File: src/hw/rtl/sum7_frame_deframer_macros.svh
// Assertion macros for the sum7 frame deframer.
`ifndef SUM7_FRAME_DEFRAMER_MACROS_SVH
`define SUM7_FRAME_DEFRAMER_MACROS_SVH

// Check an implication on every clock edge outside reset.
`define S7FD_ASSERT_IMPL(label, cond, prop, msg) \
  label: assert property (@(posedge clk) disable iff (rst) (cond) |-> (prop)) else $error(msg);

// Check an implication in the cycle after its condition, outside reset.
`define S7FD_ASSERT_NEXT(label, cond, prop, msg) \
  label: assert property (@(posedge clk) disable iff (rst) (cond) |=> (prop)) else $error(msg);

`endif

File: src/hw/rtl/s7fd_pkg.sv
// Types and constants for the sum7 frame deframer.
`default_nettype none

package s7fd_pkg;

  localparam int unsigned BYTE_W = 8;
  localparam int unsigned SUM_W  = 7;
  localparam int unsigned POS_W  = 9;

  localparam logic [BYTE_W-1:0] HEADER_BYTE = 8'hFE;
  localparam logic [BYTE_W-1:0] TAIL_BYTE   = 8'hFF;
  localparam logic [BYTE_W-1:0] MIN_LENGTH  = 8'd3;
  localparam logic [POS_W-1:0]  SHORT_LIMIT = 9'd6;

  typedef enum logic [2:0] {
    ST_OK       = 3'd0,
    ST_SHORT    = 3'd1,
    ST_CHECKSUM = 3'd2,
    ST_HEADER   = 3'd3,
    ST_TAIL     = 3'd4,
    ST_TRUNC    = 3'd5
  } status_t;

endpackage

`default_nettype wire

File: src/hw/rtl/sum7_frame_deframer.sv
// Sum7 frame deframer: takes one received byte per cycle, streams data bytes
// out and gives one status report at the end of each frame. A byte is taken on
// every clock while the result register is empty or being drained, so the
// sustained rate is one byte per cycle; each result appears in the cycle after
// its byte is taken, from the result register. The block stalls input only while a
// result waits in that register with out_ready low.
`default_nettype none
`include "sum7_frame_deframer_macros.svh"

module sum7_frame_deframer (
  input  wire logic       clk,
  input  wire logic       rst,
  input  wire logic       in_valid,
  output logic            in_ready,
  input  wire logic [7:0] rx_byte,
  input  wire logic       buffer_end,
  output logic            out_valid,
  input  wire logic       out_ready,
  output logic            kind,
  output logic [7:0]      payload_byte,
  output logic [7:0]      destination,
  output logic [7:0]      command_code,
  output logic [7:0]      subcommand_code,
  output logic [7:0]      length_field,
  output logic [2:0]      frame_status
);

  logic [s7fd_pkg::POS_W-1:0]  byte_position, pos_next;
  logic [s7fd_pkg::SUM_W-1:0]  running_sum, sum_next;
  logic [s7fd_pkg::BYTE_W-1:0] held_length, len_next;
  logic [s7fd_pkg::BYTE_W-1:0] held_destination, dst_next;
  logic [s7fd_pkg::BYTE_W-1:0] held_command, cmd_next;
  logic [s7fd_pkg::BYTE_W-1:0] held_subcommand, sub_next;
  logic                        header_good, header_good_next;
  logic                        skip_rest, skip_rest_next;

  logic                        in_fire;
  logic                        report;
  logic                        data_hit;
  logic                        emit;
  s7fd_pkg::status_t           status;
  logic [s7fd_pkg::POS_W-1:0]  len_ext;

  assign in_ready = !out_valid || out_ready;
  assign in_fire  = in_valid && in_ready;
  assign len_ext  = {1'b0, held_length};

  always_comb begin
    pos_next         = byte_position;
    sum_next         = running_sum;
    len_next         = held_length;
    dst_next         = held_destination;
    cmd_next         = held_command;
    sub_next         = held_subcommand;
    header_good_next = header_good;
    skip_rest_next   = skip_rest;
    report           = 1'b0;
    data_hit         = 1'b0;
    status           = s7fd_pkg::ST_OK;
    emit             = 1'b0;

    if (skip_rest) begin
      if (buffer_end) begin
        skip_rest_next = 1'b0;
      end
    end else begin
      if (byte_position == '0) begin
        len_next         = '0;
        dst_next         = '0;
        cmd_next         = '0;
        sub_next         = '0;
        header_good_next = (rx_byte == s7fd_pkg::HEADER_BYTE);
        sum_next         = rx_byte[s7fd_pkg::SUM_W-1:0];
      end else if (byte_position == 9'd1) begin
        len_next = rx_byte;
        sum_next = running_sum + rx_byte[s7fd_pkg::SUM_W-1:0];
        if (rx_byte < s7fd_pkg::MIN_LENGTH) begin
          report = 1'b1;
          status = s7fd_pkg::ST_SHORT;
        end
      end else if (byte_position <= len_ext + 9'd1) begin
        sum_next = running_sum + rx_byte[s7fd_pkg::SUM_W-1:0];
        if (byte_position == 9'd2) begin
          dst_next = rx_byte;
        end else if (byte_position == 9'd3) begin
          cmd_next = rx_byte;
        end else if (byte_position == 9'd4) begin
          sub_next = rx_byte;
        end else begin
          data_hit = 1'b1;
        end
      end else if (byte_position == len_ext + 9'd2) begin
        if (buffer_end && byte_position < s7fd_pkg::SHORT_LIMIT) begin
          report = 1'b1;
          status = s7fd_pkg::ST_SHORT;
        end else if (rx_byte != {1'b0, running_sum}) begin
          report = 1'b1;
          status = s7fd_pkg::ST_CHECKSUM;
        end else if (buffer_end) begin
          report = 1'b1;
          status = header_good ? s7fd_pkg::ST_TRUNC : s7fd_pkg::ST_HEADER;
        end
      end else begin
        report = 1'b1;
        if (!header_good) begin
          status = s7fd_pkg::ST_HEADER;
        end else if (rx_byte != s7fd_pkg::TAIL_BYTE) begin
          status = s7fd_pkg::ST_TAIL;
        end else begin
          status = s7fd_pkg::ST_OK;
        end
      end

      if (!report && buffer_end) begin
        report = 1'b1;
        status = (byte_position < s7fd_pkg::SHORT_LIMIT) ? s7fd_pkg::ST_SHORT
                                                         : s7fd_pkg::ST_TRUNC;
      end

      if (report) begin
        pos_next = '0;
        sum_next = '0;
        if (status != s7fd_pkg::ST_OK && !buffer_end) begin
          skip_rest_next = 1'b1;
        end
      end else begin
        pos_next = byte_position + 9'd1;
      end

      emit = report || data_hit;
    end
  end

  always_ff @(posedge clk) begin
    if (rst) begin
      byte_position    <= '0;
      running_sum      <= '0;
      held_length      <= '0;
      held_destination <= '0;
      held_command     <= '0;
      held_subcommand  <= '0;
      header_good      <= 1'b0;
      skip_rest        <= 1'b0;
    end else if (in_fire) begin
      byte_position    <= pos_next;
      running_sum      <= sum_next;
      held_length      <= len_next;
      held_destination <= dst_next;
      held_command     <= cmd_next;
      held_subcommand  <= sub_next;
      header_good      <= header_good_next;
      skip_rest        <= skip_rest_next;
    end
  end

  always_ff @(posedge clk) begin
    if (rst) begin
      out_valid <= 1'b0;
    end else if (in_fire) begin
      out_valid <= emit;
    end else if (out_ready) begin
      out_valid <= 1'b0;
    end
  end

  always_ff @(posedge clk) begin
    if (in_fire && emit) begin
      kind            <= report;
      payload_byte    <= report ? 8'd0 : rx_byte;
      destination     <= dst_next;
      command_code    <= cmd_next;
      subcommand_code <= sub_next;
      length_field    <= len_next;
      frame_status    <= report ? status : s7fd_pkg::ST_OK;
    end
  end

  `S7FD_ASSERT_IMPL(a_pos_bound, 1'b1, byte_position <= len_ext + 9'd3 || byte_position <= 9'd1, "byte position past frame tail")
  `S7FD_ASSERT_IMPL(a_data_clean, out_valid && !kind, frame_status == s7fd_pkg::ST_OK, "data transfer carries a status")
  `S7FD_ASSERT_NEXT(a_buf_end, in_fire && buffer_end, byte_position == '0 && !skip_rest, "buffer end did not restart framing")
  `S7FD_ASSERT_NEXT(a_err_skip, in_fire && !skip_rest && report && status != s7fd_pkg::ST_OK && !buffer_end, skip_rest, "error did not start skipping")

endmodule

`default_nettype wire
File: config.mk
export PLATFORM = sky130hd
export DESIGN_NAME = sum7_frame_deframer
export DESIGN_NICKNAME = d
export VERILOG_FILES = /design/src/hw/rtl/s7fd_pkg.sv /design/src/hw/rtl/sum7_frame_deframer.sv
export VERILOG_INCLUDE_DIRS = /design/src /design/src/hw/rtl
export SDC_FILE = /design/constraint.sdc
export NUM_CORES = 1
export LEC_CHECK = 0
export BUFFER_PORTS_ARGS = -buffer_cell sky130_fd_sc_hd__buf_2
export CAP_MARGIN = 20
export CORE_AREA = 2 2 95 143
export DETAILED_ROUTE_END_ITERATION = 16
export DIE_AREA = 0 0 97 145
export PLACE_DENSITY = 0.66
export SETUP_SLACK_MARGIN = 0.4
export SLEW_MARGIN = 10
export SYNTH_ARGS = -nofsm -noshare
export SYNTH_HDL_FRONTEND = slang
export SYNTH_SLANG_ARGS = --single-unit
File: constraint.sdc
create_clock -name clk -period 14.5 [get_ports clk]
set_input_delay 3.625 -clock clk [delete_from_list [all_inputs] [get_ports clk]]
set_output_delay 3.625 -clock clk [all_outputs]
set_load 0.1 [all_outputs]
---- Yosys cells after proc, flatten, opt, wreduce, memory -nomap -nowiden ----
Index checks and enable logic that the tools add are counted.
W data, S select, Z words.
operators by class
  $add $sub $neg .......................... 4
  magnitude comparators ................... 3
  equal/unequal tests ..................... 8
  muxes and demuxes ....................... 66
  bitwise gates (word level) .............. 2
  reduce and logical (&&, ||, !) cells .... 18
operators by type and width
  cell                   count
  $mux W8                21
  $mux W3                13
  $mux W7                4
  $mux W1                27
  $eq A9 B2 Y1 const B   2
  $add A8 B1 Y9 const B  1
  $add A8 B2 Y9 const B  1
  $add A9 B1 Y9 const B  1
  $eq A9 B1 Y1 const B   1
  $eq A9 B3 Y1 const B   1
  $eq A9 B9 Y1           1
  $le A9 B9 Y1           1
  $logic_not A9 Y1       1
  $lt A9 B3 Y1 const B   1
  $mux W9                1
  $eq A8 B8 Y1 const B   1
  $lt A8 B2 Y1 const B   1
  $ne A8 B7 Y1           1
  $ne A8 B8 Y1 const B   1
  $add A7 B7 Y7          1
  $reduce_and A3 Y1      2
  $logic_and A1 B1 Y1    5
  $reduce_bool A4 Y1     1
  $logic_not A1 Y1       3
  other kinds (6)        8
word-level totals
  bits in registers ....................... 95
  input port bits ......................... 13
  output and inout bits ................... 46
  word-level logic and storage cells ...... 117

---- Depth between registers and ports, before layout ----
  word-level depth ........................ 17
  gate-level depth with buffers ........... 14
  mapped depth without buffers ............ 12

---- Worst setup path before layout ----
OpenSTA, ideal clock, no wires.
  kind .................................... input port to output port
  start ................................... input port out_ready
  end ..................................... output port in_ready
  arrival ................................. 4,431 ps
  setup slack ............................. 6,444 ps
  cell stages on the path ................. 1
  buffers on the path ..................... 0
  path through ............................ nand2b_1
on the way
  cells in the longest elaborated chain, start to end .. 1
RTL lines
  element             RTL line                   source
  start: declaration  sum7_frame_deframer.sv:18  input wire logic out_ready,
  $logic_or A1 B1 Y1  sum7_frame_deframer.sv:44  assign in_ready = !out_valid || out_ready;
  end: declaration    sum7_frame_deframer.sv:14  output logic in_ready,
Every way passes these cells.

---- Final worst setup path ----
Ends and elaborated chain as after synthesis.

==> flow_summary.json <==
{
  "path_class": "input pin to output pin",
  "synth.avg_cell_area_um2": 9.797,
  "vias_per_cell": 5.863,
  "grt_max_degree": 45,
  "area_delta_synth_final_pct": 13.97,
  "tritoncts": "done",
  "synth_cell_type_count": 64,
  "place.detailed.hpwl_um": 8911,
  "slew_headroom_pct": 36.84,
  "postCtsResizedCells": 0,
  "final_cells": 715,
  "clk-insertion-delay-late_ps": 340,
  "place_congestion": 0.9482,
  "dp.cells": 698,
  "peakVddDrop_mv": 0.06282,
  "required_ps": 10880,
  "worst_pin_slew_ps": 946.1,
  "antenna_found_initial": 1,
  "num-nets-final": 586,
  "dr.pass1.iters": 6,
  "setup_violations": 0,
  "worstPathCellList": "buf_2, nand2b_1, buf_2",
  "leakage_nw": 2.183,
  "yosys_most_used_dff": "dfxtp_1",
  "grt_setup_unrepaired": "false",
  "postRouteWirelength_um": 12480,
  "final.period_utilization_pct": 55.05,
  "worstPathArrival_ps": 4360,
  "hp-class": "flop to flop",
  "htree_num_levels": 3,
  "final_cell_area_um2": 5728,
  "cpMostUsedCell": "buf_2",
  "synth_edf_count": 44,
  "skew_ps": 4.753,
  "cts_root_buffer": "clkbuf_16",
  "syn_inst": 513,
  "clk_pin_slew_ps": 60,
  "slowest_stage": "buf_2",
  "cp_max_fo": 5,
  "ctsHoldBuffers": 0,
  "status": "complete, no violations",
  "die_area_um2": 14070,
  "slew_violations": 0,
  "hold_viol_final": 0,
  "start_util_pct": 39.19,
  "grt_pass1_wl_um": 20320,
  "cts_buffer_depth": 2,
  "dpl_cell_area_um2": 5386,
  "post-route-drc-count": 0,
  "wire_per_inst_um": 17.45,
  "ys_warn_count": 0,
  "critPathCaptureType": "output pin",
  "drive_above_1_share_pct": 16.01,
  "port_buffers": 58,
  "seq_area_frac_synth_pct": 46.60,
  "num_io_pins": 59,
  "syn_nets": 548,
  "cts_made_buffers": 9,
  "finalPower_mw": 0.6487,
  "async_flop_share_pct": 0,
  "grt_overflow": 0,
  "grt_pass1_vias": 4062,
  "die_y_um": 145,
  "ant_nets": 0,
  "startpoint_type": "input pin",
  "fin_tns_setup_ps": 0,
  "rows": 51,
  "synth_seq_cells": 95,
  "vias": 4192,
  "n_antenna_cell": 0,
  "finalHoldWorstSlack_ps": 483.5,
  "drtIter0Drc": 339,
  "netlist_area_um2": 5026,
  "core_um2": 12830,
  "postCtsSetupRepairBufs": 0,
  "clkSinkCount": 95,
  "maxCapViolations": 0,
  "period_needed_ps": 7983,
  "crit_path_max_incr_delay_ps": 460,
  "fmaxAchievable_mhz": 125.3,
  "powerDensity_nw_per_um2": 113.3,
  "die_w_um": 97,
  "grt_usage_pct": 17.81
}
-- cell families after synthesis --
group	Yosys count	synth area share [%]
adder cells (fa/ha/maj)	22	5.626
multiplexers	6	1.195
buffers and inverters	57	4.580
AND/OR/NAND/NOR	164	17.23
AO/OA/AOI/OAI	145	20.59
XOR/XNOR	24	4.182
flip-flops	95	46.60
-- worst max-delay path, delay by kind of cell --
family                 cells  cell delay, ps
and+or+nand+nor            1             190
buffers and inverters      2             540
-- power by group --
part	total (mW)	switching, mW	internal (mW)
combinational	0.108	0.0879	0.0199
sequential	0.292	0.00290	0.289
clock	0.249	0.0977	0.152
total	0.649	0.188	0.460
-- metal layers --
metal / vias up / GRT usage, % / share of wire [%]
met3: 42 / 3.709 / 6.1
li1: 1975 / - / -
met5: - / 0 / 0.10
met4: 2 / 9.225 / 3.7
met2: 182 / 31.63 / 52
met1: 1991 / 19.80 / 38
-- per-stage QoR --
stage,worst slack (ps),utilization (%)
3_3_place_gp,6551,42.00
6_report,6517,44.66
2_1_floorplan,6444,-
5_1_grt,6498,44.66
4_1_cts,6519,44.44
3_5_place_dp,6519,42.00
-- placed cells by master (no fill, tap or decap), drive strengths merged, types with 3 or more instances in the layout --
cell    count
a211oi      3
o31a        3
nor3       17
a31oi       5
edfxtp     44
buf        59
nor2b       3
mux2i       6
nor2       45
dfxtp      51
nand4       8
a21oi      24
or3         4
inv        26
o32ai       5
nand2      47
xor2       12
xnor2      12
clkbuf     11
ha         21
a22oi      17
nand3      16
and3        7
nor4        6
o21ai      32
a22o       33
-- final timing paths --
check,startpoint,end,slack [ps],depth (start not counted)
worst min-delay path,held_command[2]$_SDFFE_PP0P_,held_command[2]$_SDFFE_PP0P_,480,1
worst min register to register,held_command[2]$_SDFFE_PP0P_,held_command[2]$_SDFFE_PP0P_,480,1
worst max-delay path,out_ready,in_ready,6520,3
worst max register to register,held_length[1]$_SDFFE_PP0P_,length_field[1]$_DFFE_PP_,10650,12
-- cells in the mapped netlist, drive strengths merged (2+ instances only) --
cell type / number / area (µm²)
a22oi: 17 / 127.6
edfxtp: 44 / 1321
ha: 21 / 262.8
or3: 4 / 25.02
nor4: 6 / 82.58
nor3: 17 / 107.6
a211oi: 3 / 22.52
a31o: 2 / 17.52
nand4: 8 / 50.05
o31ai: 2 / 15.01
a31oi: 5 / 37.53
o211ai: 2 / 15.01
clkbuf: 23 / 86.33
xnor2: 12 / 105.1
nand3: 16 / 80.08
o2111ai: 2 / 17.52
nand2b: 2 / 12.51
and3: 7 / 43.79
o32ai: 5 / 43.79
a211o: 2 / 26.28
a22o: 33 / 289.0
nor2b: 3 / 18.77
dfxtp: 51 / 1021
nand3b: 2 / 15.01
o31a: 3 / 26.28
buf: 9 / 50.04
nand2: 47 / 176.4
inv: 25 / 93.84
a21o: 2 / 15.01
o21a: 2 / 15.01
a21oi: 24 / 123.9
a21boi: 2 / 15.01
nor2: 45 / 178.9
xor2: 12 / 105.1
mux2i: 6 / 60.06
o21ai: 32 / 167.7
-- registers in the layout (all words and copies together) (netlist names), 3 cells and up --
register,cells
length_field,8
subcommand_code,8
running_sum,7
held_length,8
byte_position,9
payload_byte,8
command_code,8
destination,8
held_command,8
held_destination,8
held_subcommand,8
frame_status,3
-- cell type report --
cell class / count / area [µm²]
clock buffers: 11 / 232.7
clock inverters: 5 / 81.33
fillers: 1235 / 7098
inverters: 25 / 93.84
multi-input cells: 361 / 2461
flip-flops and latches: 95 / 2342
well taps: 159 / 198.9
repair buffers: 59 / 317.8
(Power assumes the default switching activity.)
